--- config.mk ---
export PLATFORM = sky130hd
export DESIGN_NAME = running_median_filter
export DESIGN_NICKNAME = d
export VERILOG_FILES = /design/src/sv/rmf_pkg.sv /design/src/sv/rmf_queue.sv /design/src/sv/rmf_front.sv /design/src/sv/rmf_back.sv /design/src/sv/running_median_filter.sv
export VERILOG_INCLUDE_DIRS = /design/src /design/src/sv
export SDC_FILE = /design/constraint.sdc
export NUM_CORES = 2
export LEC_CHECK = 0
export BUFFER_PORTS_ARGS = -buffer_cell sky130_fd_sc_hd__buf_4
export CELL_PAD_IN_SITES_DETAIL_PLACEMENT = 0
export CELL_PAD_IN_SITES_GLOBAL_PLACEMENT = 2
export CORE_ASPECT_RATIO = 0.6
export CORE_MARGIN = 2
export CORE_UTILIZATION = 35
export CTS_CLUSTER_SIZE = 24
export DETAILED_ROUTE_END_ITERATION = 10
export GPL_ROUTABILITY_DRIVEN = 0
export PLACE_DENSITY_LB_ADDON = 0.25
export SYNTH_ARGS = -nofsm -noshare
export SYNTH_HDL_FRONTEND = slang
export SYNTH_SLANG_ARGS = --single-unit
--- constraint.sdc ---
create_clock -name clock -period 8.2 [get_ports clock]
set_input_delay 0 -clock clock [delete_from_list [all_inputs] [get_ports clock]]
set_output_delay 0 -clock clock [all_outputs]
set_load 0.1 [all_outputs]
--- src/sv/assert_macros.svh ---
// assertion macros shared by the filter modules
// needs signals named clock and reset in the module that uses them
`ifndef ASSERT_MACROS_SVH
`define ASSERT_MACROS_SVH

// condition holds at every clock edge out of reset
`define RMF_ASSERT(label, cond, msg) \
   label: assert property (@(posedge clock) disable iff (reset) (cond)) else $error(msg);

// antecedent implies consequent in the same cycle
`define RMF_ASSERT_IMPL(label, ante, cons, msg) \
   label: assert property (@(posedge clock) disable iff (reset) (ante) |-> (cons)) \
      else $error(msg);

`endif

--- src/sv/rmf_pkg.sv ---
// types, constants and helpers of the running median filter
// used by every module of the filter, depends on nothing
package rmf_pkg;

   localparam int MAX_HALF    = 32;
   localparam int SAMPLE_BITS = 16;
   localparam int DEPTH       = 2 * MAX_HALF + 1;
   localparam int HALF_BITS   = 6;
   localparam int AGE_BITS    = $clog2(DEPTH + 1);
   localparam int CNT_BITS    = AGE_BITS;

   typedef struct packed {
      logic signed [SAMPLE_BITS-1:0] sample;
      logic                          is_last;
   } req_type;

   typedef struct packed {
      logic signed [SAMPLE_BITS:0] median_twice;
      logic                        final_result;
   } rsp_type;

   // one queued step for the back end
   typedef struct packed {
      logic signed [SAMPLE_BITS-1:0] sample;
      logic                          wr;
      logic                          emit;
      logic [AGE_BITS-1:0]           left;
      logic                          fin;
   } job_type;

   // store index of the sample at a given age (0 = newest)
   function automatic logic [AGE_BITS-1:0] age_to_idx(
      input logic [AGE_BITS-1:0] wptr,
      input logic [AGE_BITS-1:0] age
   );
      logic signed [AGE_BITS+1:0] t;
      t = $signed({2'b00, wptr}) - $signed((AGE_BITS+2)'(1)) - $signed({2'b00, age});
      if (t < 0) begin
         t = t + $signed((AGE_BITS+2)'(DEPTH));
      end
      return t[AGE_BITS-1:0];
   endfunction

endpackage

--- src/sv/rmf_queue.sv ---
// two-entry queue of back-end steps between front and back
// depends on rmf_pkg and assert_macros.svh
`include "assert_macros.svh"
module rmf_queue (
   input  logic             clock,
   input  logic             reset,
   input  logic             push,
   input  rmf_pkg::job_type push_data,
   output logic             full,
   output logic             valid,
   input  logic             pop,
   output rmf_pkg::job_type pop_data
);
   import rmf_pkg::*;

   job_type    mem_ff [2];
   logic       wptr_ff, wptr_in;
   logic       rptr_ff, rptr_in;
   logic [1:0] count_ff, count_in;
   logic       do_push, do_pop;

   assign full     = (count_ff == 2'd2);
   assign valid    = (count_ff != 2'd0);
   assign pop_data = mem_ff[rptr_ff];
   assign do_push  = push && !full;
   assign do_pop   = pop && valid;

   // pointer and fill bookkeeping
   always_comb begin
      wptr_in  = do_push ? !wptr_ff : wptr_ff;
      rptr_in  = do_pop ? !rptr_ff : rptr_ff;
      count_in = count_ff + {1'b0, do_push} - {1'b0, do_pop};
   end

   always_ff @(posedge clock) begin
      if (reset) begin
         wptr_ff  <= 1'b0;
         rptr_ff  <= 1'b0;
         count_ff <= 2'd0;
      end else begin
         wptr_ff  <= wptr_in;
         rptr_ff  <= rptr_in;
         count_ff <= count_in;
      end
   end

   // entry storage
   always_ff @(posedge clock) begin
      if (do_push) begin
         mem_ff[wptr_ff] <= push_data;
      end
   end

   `RMF_ASSERT(a_count_range, count_ff <= 2'd2, "queue fill out of range")
   `RMF_ASSERT_IMPL(a_ptr_match, count_ff == 2'd0 || count_ff == 2'd2, wptr_ff == rptr_ff,
      "queue pointers disagree with fill")
   `RMF_ASSERT_IMPL(a_ptr_one, count_ff == 2'd1, wptr_ff != rptr_ff,
      "queue pointers disagree with single entry")
endmodule

--- src/sv/rmf_front.sv ---
// front end: accepts items, tracks the sequence and queues back-end steps
// depends on rmf_pkg and assert_macros.svh
`include "assert_macros.svh"
module rmf_front (
   input  logic                           clock,
   input  logic                           reset,
   input  logic                           req_valid,
   output logic                           req_stall,
   input  rmf_pkg::req_type               req_data,
   input  logic                           csr_we,
   input  logic [rmf_pkg::HALF_BITS-1:0]  csr_wdata,
   output logic                           push,
   output rmf_pkg::job_type               push_data,
   input  logic                           full
);
   import rmf_pkg::*;

   logic [HALF_BITS-1:0] cfg_half_ff;
   logic [HALF_BITS-1:0] half_ff, half_in;
   logic [CNT_BITS-1:0]  count_ff, count_in;
   logic                 flush_ff, flush_in;
   logic [AGE_BITS-1:0]  d_ff, d_in;
   logic [CNT_BITS-1:0]  nm1_ff, nm1_in;

   logic                 accept;
   logic [HALF_BITS-1:0] h_sat, h_eff;
   logic [CNT_BITS-1:0]  n_new, nm1;
   logic [AGE_BITS-1:0]  two_h, dmax, dh, fl_dh;
   logic [AGE_BITS-1:0]  left_acc, left_fl;

   assign req_stall = flush_ff || full;
   assign accept    = req_valid && !req_stall;

   // half width for this item and window sizes
   always_comb begin
      h_sat = (cfg_half_ff > HALF_BITS'(MAX_HALF)) ? HALF_BITS'(MAX_HALF) : cfg_half_ff;
      h_eff = (count_ff == '0) ? h_sat : half_ff;
      n_new = (count_ff == '1) ? count_ff : count_ff + CNT_BITS'(1);
      nm1   = n_new - CNT_BITS'(1);
      two_h = {h_eff, 1'b0};
      dmax  = (AGE_BITS'(h_eff) < nm1) ? AGE_BITS'(h_eff) : nm1;
      dh    = dmax + AGE_BITS'(h_eff);
      fl_dh = d_ff + AGE_BITS'(half_ff);
      if (req_data.is_last) begin
         left_acc = (nm1 < dh) ? nm1 : dh;
      end else begin
         left_acc = (nm1 < two_h) ? nm1 : two_h;
      end
      left_fl = (nm1_ff < fl_dh) ? nm1_ff : fl_dh;
   end

   // step to queue: flushing steps first, else the accepted item
   always_comb begin
      push_data = '0;
      if (flush_ff) begin
         push               = !full;
         push_data.sample   = '0;
         push_data.wr       = 1'b0;
         push_data.emit     = 1'b1;
         push_data.left     = left_fl;
         push_data.fin      = (d_ff == '0);
      end else begin
         push               = accept;
         push_data.sample   = req_data.sample;
         push_data.wr       = 1'b1;
         push_data.emit     = req_data.is_last || (n_new > CNT_BITS'(h_eff));
         push_data.left     = left_acc;
         push_data.fin      = req_data.is_last && (dmax == '0);
      end
   end

   // sequence state
   always_comb begin
      half_in  = half_ff;
      count_in = count_ff;
      flush_in = flush_ff;
      d_in     = d_ff;
      nm1_in   = nm1_ff;
      if (flush_ff) begin
         if (!full) begin
            d_in = d_ff - AGE_BITS'(1);
            if (d_ff == '0) begin
               flush_in = 1'b0;
            end
         end
      end else if (accept) begin
         half_in = h_eff;
         if (req_data.is_last) begin
            count_in = '0;
            nm1_in   = nm1;
            d_in     = dmax - AGE_BITS'(1);
            flush_in = (dmax != '0);
         end else begin
            count_in = n_new;
         end
      end
   end

   always_ff @(posedge clock) begin
      if (reset) begin
         cfg_half_ff <= HALF_BITS'(1);
         half_ff     <= '0;
         count_ff    <= '0;
         flush_ff    <= 1'b0;
         d_ff        <= '0;
         nm1_ff      <= '0;
      end else begin
         if (csr_we) begin
            cfg_half_ff <= csr_wdata;
         end
         half_ff  <= half_in;
         count_ff <= count_in;
         flush_ff <= flush_in;
         d_ff     <= d_in;
         nm1_ff   <= nm1_in;
      end
   end

   `RMF_ASSERT(a_half_cap, half_ff <= HALF_BITS'(MAX_HALF), "latched half width above limit")
   `RMF_ASSERT_IMPL(a_flush_idle, flush_ff, count_ff == '0, "flush with open sequence")
   `RMF_ASSERT_IMPL(a_flush_depth, flush_ff, d_ff < AGE_BITS'(half_ff), "flush step too deep")
endmodule

--- src/sv/rmf_back.sv ---
// back end: window store and rank-count median search per emitting queued step
// depends on rmf_pkg and assert_macros.svh
`include "assert_macros.svh"
module rmf_back (
   input  logic             clock,
   input  logic             reset,
   input  logic             q_valid,
   input  rmf_pkg::job_type q_data,
   output logic             q_pop,
   output logic             rsp_valid,
   input  logic             rsp_stall,
   output rmf_pkg::rsp_type rsp_data
);
   import rmf_pkg::*;

   localparam logic [1:0] ST_IDLE = 2'd0;
   localparam logic [1:0] ST_SCAN = 2'd1;
   localparam logic [1:0] ST_WAIT = 2'd2;

   logic signed [SAMPLE_BITS-1:0] store [DEPTH];

   logic [1:0]          state_ff, state_in;
   logic [AGE_BITS-1:0] wptr_ff, wptr_in;
   logic [AGE_BITS-1:0] m_ff;
   logic                fin_ff;
   logic [AGE_BITS-1:0] ci_ff, ci_in, sj_ff, sj_in;
   logic                iss_ff, iss_in;
   logic                p_valid_ff, p_first_ff, p_lastc_ff, p_lastall_ff;
   logic signed [SAMPLE_BITS-1:0] rd_c_ff, rd_s_ff;
   logic [CNT_BITS-1:0] lt_ff, le_ff, lt_new, le_new;
   logic signed [SAMPLE_BITS-1:0] v1_ff, v2_ff, v1_new, v2_new;
   rsp_type             rsp_ff;
   logic                rsp_valid_ff;
   logic [AGE_BITS-1:0] r1, r2, idx_c, idx_s, m_last;
   logic                iss_lastc, iss_lastall;

   assign q_pop     = (state_ff == ST_IDLE) && q_valid;
   assign rsp_valid = rsp_valid_ff;
   assign rsp_data  = rsp_ff;

   // scan addresses and ranks of the two middle values
   always_comb begin
      m_last      = m_ff - AGE_BITS'(1);
      r1          = m_last >> 1;
      r2          = m_ff >> 1;
      idx_c       = age_to_idx(wptr_ff, ci_ff);
      idx_s       = age_to_idx(wptr_ff, sj_ff);
      iss_lastc   = (sj_ff == m_last);
      iss_lastall = iss_lastc && (ci_ff == m_last);
   end

   // rank counts of the candidate including this compare
   always_comb begin
      lt_new = (p_first_ff ? '0 : lt_ff) + CNT_BITS'(rd_s_ff < rd_c_ff);
      le_new = (p_first_ff ? '0 : le_ff) + CNT_BITS'(rd_s_ff <= rd_c_ff);
      v1_new = v1_ff;
      v2_new = v2_ff;
      if (p_valid_ff && p_lastc_ff) begin
         if (lt_new <= r1 && r1 < le_new) begin
            v1_new = rd_c_ff;
         end
         if (lt_new <= r2 && r2 < le_new) begin
            v2_new = rd_c_ff;
         end
      end
   end

   // sequencer
   always_comb begin
      state_in = state_ff;
      wptr_in  = wptr_ff;
      ci_in    = ci_ff;
      sj_in    = sj_ff;
      iss_in   = iss_ff;
      unique case (state_ff)
         ST_IDLE: begin
            if (q_valid) begin
               if (q_data.wr) begin
                  wptr_in = (wptr_ff == AGE_BITS'(DEPTH - 1)) ? '0 : wptr_ff + AGE_BITS'(1);
               end
               if (q_data.emit) begin
                  state_in = ST_SCAN;
                  ci_in    = '0;
                  sj_in    = '0;
                  iss_in   = 1'b1;
               end
            end
         end
         ST_SCAN: begin
            if (iss_ff) begin
               if (iss_lastc) begin
                  sj_in = '0;
                  if (iss_lastall) begin
                     iss_in = 1'b0;
                  end else begin
                     ci_in = ci_ff + AGE_BITS'(1);
                  end
               end else begin
                  sj_in = sj_ff + AGE_BITS'(1);
               end
            end
            if (p_valid_ff && p_lastall_ff) begin
               state_in = ST_WAIT;
               if (fin_ff) begin
                  wptr_in = '0;
               end
            end
         end
         ST_WAIT: begin
            if (!rsp_stall) begin
               state_in = ST_IDLE;
            end
         end
         default: begin
            state_in = ST_IDLE;
         end
      endcase
   end

   always_ff @(posedge clock) begin
      if (reset) begin
         state_ff     <= ST_IDLE;
         wptr_ff      <= '0;
         iss_ff       <= 1'b0;
         p_valid_ff   <= 1'b0;
         rsp_valid_ff <= 1'b0;
      end else begin
         state_ff   <= state_in;
         wptr_ff    <= wptr_in;
         iss_ff     <= iss_in;
         p_valid_ff <= (state_ff == ST_SCAN) && iss_ff;
         if (state_ff == ST_SCAN && p_valid_ff && p_lastall_ff) begin
            rsp_valid_ff <= 1'b1;
         end else if (!rsp_stall) begin
            rsp_valid_ff <= 1'b0;
         end
      end
   end

   // step payload, scan counters and datapath
   always_ff @(posedge clock) begin
      ci_ff <= ci_in;
      sj_ff <= sj_in;
      if (q_pop) begin
         m_ff   <= q_data.left + AGE_BITS'(1);
         fin_ff <= q_data.fin;
      end
      p_first_ff   <= (sj_ff == '0);
      p_lastc_ff   <= iss_lastc;
      p_lastall_ff <= iss_lastall;
      if (p_valid_ff) begin
         lt_ff <= lt_new;
         le_ff <= le_new;
      end
      v1_ff <= v1_new;
      v2_ff <= v2_new;
      if (state_ff == ST_SCAN && p_valid_ff && p_lastall_ff) begin
         rsp_ff.median_twice <= {v1_new[SAMPLE_BITS-1], v1_new}
                              + {v2_new[SAMPLE_BITS-1], v2_new};
         rsp_ff.final_result <= fin_ff;
      end
   end

   // window store, one write and two registered reads
   always_ff @(posedge clock) begin
      if (q_pop && q_data.wr) begin
         store[wptr_ff] <= q_data.sample;
      end
      rd_c_ff <= store[idx_c];
      rd_s_ff <= store[idx_s];
   end

   `RMF_ASSERT(a_wptr_range, wptr_ff < AGE_BITS'(DEPTH), "store pointer out of range")
   `RMF_ASSERT_IMPL(a_pipe_scan, p_valid_ff, state_ff == ST_SCAN, "scan data outside scan")
   `RMF_ASSERT_IMPL(a_wait_valid, state_ff == ST_WAIT, rsp_valid_ff, "waiting without item")
endmodule

--- src/sv/running_median_filter.sv ---
// running median filter: top level joining front end, step queue and back end
// depends on rmf_pkg, rmf_front, rmf_queue and rmf_back
// an emitting item's step passes the queue; the back end pops it only when idle, then scans
// every window pair over the store read ports and registers the result, one step at a time
// a last item queues one step per flushed position, each costing such a scan
// reset: synchronous, clears control state; half width returns to 1, sequence restarts
module running_median_filter (
   input  logic                           clock,
   input  logic                           reset,
   input  logic                           req_valid,
   output logic                           req_stall,
   input  rmf_pkg::req_type               req_data,
   output logic                           rsp_valid,
   input  logic                           rsp_stall,
   output rmf_pkg::rsp_type               rsp_data,
   input  logic                           csr_we,
   input  logic [rmf_pkg::HALF_BITS-1:0]  csr_wdata
);
   import rmf_pkg::*;

   logic    push, full, q_valid, q_pop;
   job_type push_data, q_data;

   // item intake and step generation
   rmf_front u_front (
      .clock     (clock),
      .reset     (reset),
      .req_valid (req_valid),
      .req_stall (req_stall),
      .req_data  (req_data),
      .csr_we    (csr_we),
      .csr_wdata (csr_wdata),
      .push      (push),
      .push_data (push_data),
      .full      (full)
   );

   // decoupling queue
   rmf_queue u_queue (
      .clock     (clock),
      .reset     (reset),
      .push      (push),
      .push_data (push_data),
      .full      (full),
      .valid     (q_valid),
      .pop       (q_pop),
      .pop_data  (q_data)
   );

   // median search and result register
   rmf_back u_back (
      .clock     (clock),
      .reset     (reset),
      .q_valid   (q_valid),
      .q_data    (q_data),
      .q_pop     (q_pop),
      .rsp_valid (rsp_valid),
      .rsp_stall (rsp_stall),
      .rsp_data  (rsp_data)
   );
endmodule
# Word level (Yosys, flattened, before mapping)

Memories as Yosys holds them, arrays and structs flattened. A register that Yosys moved wholly into a read port is not among the register bits.
Cells that the tools add are included.

$add $sub $neg: 21
Magnitude comparators: 14
Equal/unequal tests: 18
Muxes and demuxes: 62
Bitwise gates (word level): 1
Reductions and logical operators: 38

Operators with widths:

| operator                                                              | number |
|---|---|
| 7-bit two-way mux                                                     | 27 |
| 16-bit two-way mux                                                    | 4 |
| 7-bit case mux with 2 select lines                                    | 3 |
| 7-bit by 1-bit adder with 7-bit output (second input constant)        | 5 |
| 7-bit zero test                                                       | 4 |
| 7-bit by 1-bit subtractor with 7-bit output (second input constant)   | 4 |
| 26-bit two-way mux                                                    | 1 |
| 6-bit by 7-bit < comparator with 1-bit output                         | 3 |
| 7-bit < comparator                                                    | 3 |
| 1-bit two-way mux                                                     | 19 |
| 9-bit by 1-bit < comparator with 1-bit output (second input constant) | 2 |
| 8-bit by 8-bit subtractor with 9-bit output                           | 2 |
| 16-bit by 16-bit adder with 17-bit output                             | 1 |
| 16-bit <= comparator                                                  | 1 |
| 16-bit < comparator                                                   | 1 |
| 7-bit by 1-bit adder with 7-bit output                                | 2 |
| 7-bit by 6-bit adder with 7-bit output                                | 2 |
| 7-bit adder (second input constant)                                   | 2 |
| 7-bit equality test                                                   | 2 |
| 7-bit equality test (second input constant)                           | 2 |
| 7-bit by 6-bit <= comparator with 1-bit output                        | 2 |
| 1-bit logical AND                                                     | 14 |
| 2-bit by 1-bit != test with 1-bit output (second input constant)      | 7 |
| 6-bit two-way mux                                                     | 2 |
| 22 further kinds                                                      | 39 |

Bits in registers: 139
Memory bits (writable): 1092
Input port bits: 28
Output and inout bits: 20
Logic and storage cells: 183
Memories: 2

Memory list:

| memory         | depth | width | read ports | clocked after memory_dff | wr ports | RTL line        | RTL |
|---|---|---|---|---|---|---|---|
| u_back.store   | 65    | 16    | 2          | 2                        | 1        | rmf_back.sv:20  | `logic signed [SAMPLE_BITS-1:0] store [DEPTH];` |
| u_queue.mem_ff | 2     | 26    | 1          | 1                        | 1        | rmf_queue.sv:16 | `job_type mem_ff [2];` |

# Depth between registers and ports, before layout

Word-level depth: 10
Mapped depth: 38
Mapped depth without buffers: 38

# Cells and area by module

Synthesis repeated with hierarchy kept, for this count alone.

Cell total of the unflattened synthesis: 4344
Area total of the unflattened synthesis: 62922.8 µm²

By module, submodules not included:

| module    | instances | cells each | area each (µm²) | sequential area each (µm²) |
|---|---|---|---|---|
| rmf_back  | 1         | 3758       | 57034.7         | 34433.0 |
| rmf_front | 1         | 479        | 3779.9          | 680.7 |
| rmf_queue | 1         | 107        | 2108.3          | 1661.6 |

# Worst setup path before layout

OpenSTA, ideal clock, no wires.

Path kind: register to register
Start: register u_back.rd_c_ff[1] (read register of u_back.store)
End: register u_back.rsp_ff, in the netlist u_back.rsp_data[15] (data pin)
Library setup time: 157 ps
Data arrival time: 6525 ps
Data required time: 8043 ps
Slack: 1518 ps
Cell stages (with the launch flop): 39
Buffers on the path: 1
Clock period less this slack: 6682 ps
Cell sequence: dfxtp_1 inv_1 ha_1 nor2b_1 o21a_1 o21a_1 o21a_1 o21a_1 o21ai_0 a21oi_1 o21ai_1 inv_1 o41ai_1 ha_1 nand2_1 xor2_1 or2_2 ha_1 [... 3 more ...] maj3_1 inv_1 a21oi_1 o211ai_1 clkbuf_1 nand2_1 o21ai_0 ha_1 nor2b_1 o21ai_0 a21boi_0 o21ai_0 nand2b_1 a21o_1 a41o_1 o41ai_1 o21ai_0 nor3_1

Cells in the longest elaborated chain, start to end: 7
Elaborated cells on any way between the ends: 15
Classes of those cells: add/sub (3); order compare (6); mux (4); reduce/logical (2)

Ends and longest elaborated chain:

| item                                                                                                            | RTL line                       | RTL |
|---|---|---|
| from (decl)                                                                                                     | rmf_back.sv:29                 | `logic signed [SAMPLE_BITS-1:0] rd_c_ff, rd_s_ff;` |
| 16-bit < comparator or 16-bit <= comparator (tied branches)                                                     | rmf_back.sv:54, rmf_back.sv:55 |  |
| 7-bit by 1-bit adder with 7-bit output (on tied branches)                                                       | rmf_back.sv:54, rmf_back.sv:55 |  |
| 7-bit by 6-bit <= comparator with 1-bit output or 6-bit by 7-bit < comparator with 1-bit output (tied branches) | rmf_back.sv:59                 | `if (lt_new <= r1 && r1 < le_new) begin` |
| 1-bit logical AND *                                                                                             | rmf_back.sv:59                 |  |
| 16-bit two-way mux *                                                                                            | rmf_back.sv:59                 |  |
| 16-bit two-way mux *                                                                                            | rmf_back.sv:58                 | `if (p_valid_ff && p_lastc_ff) begin` |
| net u_back.v1_new[2]                                                                                            | rmf_back.sv:31                 | `logic signed [SAMPLE_BITS-1:0] v1_ff, v2_ff, v1_new, v2_new;` |
| 16-bit by 16-bit adder with 17-bit output *                                                                     | rmf_back.sv:159                | `+ {v2_new[SAMPLE_BITS-1], v2_new};` |
| to (decl)                                                                                                       | rmf_back.sv:32                 | `rsp_type rsp_ff;` |

Mark *: on every way through the listed nets, which the timed path passes. The rest lies on a longest branch.
A chain may end at the register's enable or synchronous reset.

==> impl_metrics.ini <==
[clocking]
post_cts_buffers = 0
cts_max_path_buffers = 3
clock_tree.root_cell = sky130_fd_sc_hd__clkbuf_16
cts-buffers-inserted = 121
htreeDepth = 3
clock-sinks = 1264
tritoncts = yes
clock_latency_ps = 750
cts.clk_slew.worst_paths_ps = 70

[logic_synthesis]
syn-instance-count = 4237
post_synth_instance_area_sq_um = 62500
ys.flop_type = sky130_fd_sc_hd__edfxtp_1
synth-seq-area-share_pct = 58.8
synth_edf_count = 1146
synth.ff_latch_count = 1264
yosysUniqueCellTypes = 103
total_nets_after_synthesis = 4393
yosysWarningCount = 0
post_synth_main_area_contributors = sky130_fd_sc_hd__edfxtp_1 (55%), sky130_fd_sc_hd__mux4_2 (16%), sky130_fd_sc_hd__dfxtp_1 (3.8%)
syn_area_per_cell_sq_um = 14.8
share_of_flip_flops_with_an_asynchronous_set_or_reset_after_synthesis_pct = 0
netlist.area_leader.share_pct = 55.0
post-synth-top-area-cell = sky130_fd_sc_hd__edfxtp_1

[floorplan]
io_pins = 48
fp.dieW_um = 550
floorplan.die_area_sq_um = 182000
start_util_pct = 35.1
fp.coreArea_sq_um = 178000
die_h_um = 331
num_rows = 120

[route]
antenna_violating_nets_left = 0
first_iter_violations = 6100
dr_total_vias = 40400
totalWireLength_um = 224000
post_drt_wl_per_cell_um = 32.6
drcViolationCount = 0
route.detailed.vias_per_inst = 5.90
firstDrtPassIters = 6

[sta]
setup_viol_count_final = 0
final_worst_path_period_need_ps = 7450
unrepaired_setup_endpoints_after_global_routing = no
fin_crit_sh_pct = 90.8
final-max-slew-violation-count = 0
tns_ps = 0
clock_skew_ps = 23.3
final_hold_viol_count = 0
worst_pin_slew_ps = 1250
worst_slew_margin_rel_pct = 16.5
max_freq_mhz = 134

[finish]
stdcell_count = 6855
fillers = 16300
design.final.nets = 4525
layout-area-overhead-vs-synth_pct = 13.3
fin_util_pct = 39.8
stdcell_area_sq_um = 70800
layout_cells_sized_above_1_pct = 22.4

[setup_path]
cp-end-kind = flop
start_kind = flop
slowest_stage = sky130_fd_sc_hd__or4b_4
crit_path_kind = flop to flop
worstPathArrival_ps = 7910
required_ps = 8660
reg2reg_from = u_front.count_ff[1]
critical_path_peak_fanout = 7
timing.critical_path.buf_inv = 2
r2r.worst_path.cells = 29
rrSetupSlack_ps = 750
crit_family = compound AO/OA/AOI/OAI gates
r2r_end = u_queue.mem_ff[1][1]
critical-path-top-cell-by-count = sky130_fd_sc_hd__ha_1
slowest_delay_ps = 540

[hold_path]
hold_path.startpoint = csr_we
min-delay-path-class = primary input to flop
timing.hold.worst_endpoint = u_front.cfg_half_ff[0]
worst_hold_path.num_cells = 3

[run_status]
status = complete, no violations

[global_routing]
grtUsageTotal_pct = 24.3
antenna_violations_before_repair = 23
via_count_of_the_first_global_routing_pass = 38300
grt_start_max_net_pins = 96
grt_pass1_wl_um = 312000
grt.overflow.total = 0

[job]
drv.max_cap_violation_count = 0

[place]
placement.io_buffers = 47
placed_cells_incl_taps = 6585
detailed_place.area_sq_um = 66500
detailed_place_hpwl_um = 149000
-- flip-flops by register name, indices dropped and copies added, names as in the netlist, 2 cells and up, named ones only --
signal               count
u_front.cfg_half_ff      6
u_front.d_ff             7
u_back.lt_ff             7
u_queue.mem_ff          52
u_back.state_ff          2
u_back.rd_s_ff          16
u_front.count_ff         7
u_back.ci_ff             7
u_back.le_ff             7
u_back.v1_ff            16
u_back.rd_c_ff          16
u_queue.count_ff         2
u_back.wptr_ff           7
u_back.m_ff              7
u_back.v2_ff            16
u_back.sj_ff             7
u_back.rsp_data         18
u_front.half_ff          6
u_back.store          1040
u_front.nm1_ff           7
-- layout by cell type, fill, tap and decap left out, drive strengths merged, types with 18 or more instances in the layout --
cell / instances
a211oi: 25
a21o: 38
a21oi: 174
and3: 39
buf: 230
clkbuf: 151
clkinv: 63
dfxtp: 118
dlygate4sd3: 40
edfxtp: 1146
ha: 123
inv: 107
mux2: 41
mux2i: 166
mux4: 444
nand2: 488
nand2b: 23
nand3: 204
nand4: 20
nor2: 216
nor2b: 43
nor3: 31
o2111ai: 33
o211ai: 18
o21ai: 100
o221ai: 25
o22ai: 21
xnor2: 76
xor2: 33
-- stage by stage --
stage | worst slack [ps] | hold slack (ps)
finish | 750 | 83.8
global route | 177 | 93.1
CTS | 641 | 36.0
detailed placement | 670 | 240
global placement | 643 | 237
floorplan | 1520 | 122
-- worst min-delay path: stages --
cell                            delay [ps]
sky130_fd_sc_hd__buf_4                 150
sky130_fd_sc_hd__a211o_1               130
sky130_fd_sc_hd__dlygate4sd3_1         530
-- cell type report --
| class | count | area, sq um | share of cell area [%] |
|---|---|---|---|
| Clock buffer | 151 | 3230 | 4.56 |
| Antenna cell | 1 | 2.50 | 0.00353 |
| Inverter | 105 | 394 | 0.556 |
| Timing Repair Buffer | 270 | 2400 | 3.39 |
| Tap cell | 2379 | 2980 | 4.20 |
| Clock inverter | 78 | 683 | 0.964 |
| Multi-Input combinational cell | 2607 | 24400 | 34.4 |
| Sequential cell | 1264 | 36800 | 51.9 |
-- layer usage --
metal  share of wire, %  wire (um)  up-vias  global-route usage [%]
met5              0.059        131        -                       0
met4                1.4       3160       18                    3.59
met3                 14      32300      218                    10.7
met2                 37      82400     2149                    29.6
met1                 47     106000    21100                    38.8
li1                   -          -    17000                       -
-- synth_stat cells, types with 39 or more instances --
library cell and instances:
sky130_fd_sc_hd__edfxtp_1 1146, sky130_fd_sc_hd__nand2_1 484, sky130_fd_sc_hd__mux4_2 444, sky130_fd_sc_hd__nor2_1 215, sky130_fd_sc_hd__nand3_1 204, sky130_fd_sc_hd__a21oi_1 171
sky130_fd_sc_hd__mux2i_1 164, sky130_fd_sc_hd__ha_1 123, sky130_fd_sc_hd__dfxtp_1 118, sky130_fd_sc_hd__inv_1 102, sky130_fd_sc_hd__clkbuf_1 97, sky130_fd_sc_hd__o21ai_0 96
sky130_fd_sc_hd__buf_2 77, sky130_fd_sc_hd__xnor2_1 73, sky130_fd_sc_hd__buf_4 53, sky130_fd_sc_hd__nor2b_1 43, sky130_fd_sc_hd__mux2_2 40, sky130_fd_sc_hd__and3_1 39
-- worst max-delay path by stage --
stage | start | endpoint | depth (start not counted)
2_1_floorplan | u_back.rd_c_ff[1] | u_back.rsp_data[15] | 38
3_3_place_gp | u_back.rd_c_ff[1] | u_back.rsp_data[15] | 39
3_5_place_dp | u_back.rd_c_ff[1] | u_back.rsp_data[16] | 39
4_1_cts | u_back.rd_c_ff[1] | u_back.rsp_data[16] | 39
5_1_grt | u_front.count_ff[1] | u_queue.mem_ff[1][1] | 29
6_report | u_front.count_ff[1] | u_queue.mem_ff[1][1] | 29
-- timing repair --
action                     4_1_cts  5_1_grt
hold buffers                    40        0
setup endpoints to repair        0        2
resized for setup                0        1
hold endpoints to repair        87        0
-- cell families after synthesis --
kind of cell               after synthesis  share of synthesized area [%]
xor gates and xnor gates               109                           1.61
muxes                                  651                           19.4
adders and majority gates              130                           2.65
DFF                                   1264                           58.8
AOI/OAI and AO/OA                      588                           6.46
and+or+nand+nor                       1129                           8.16
buffers and inverters                  366                           2.89
Power is left out: the tool's default activity adds up to more than one toggle a clock period on the data nets, which glitch-free logic cannot reach.
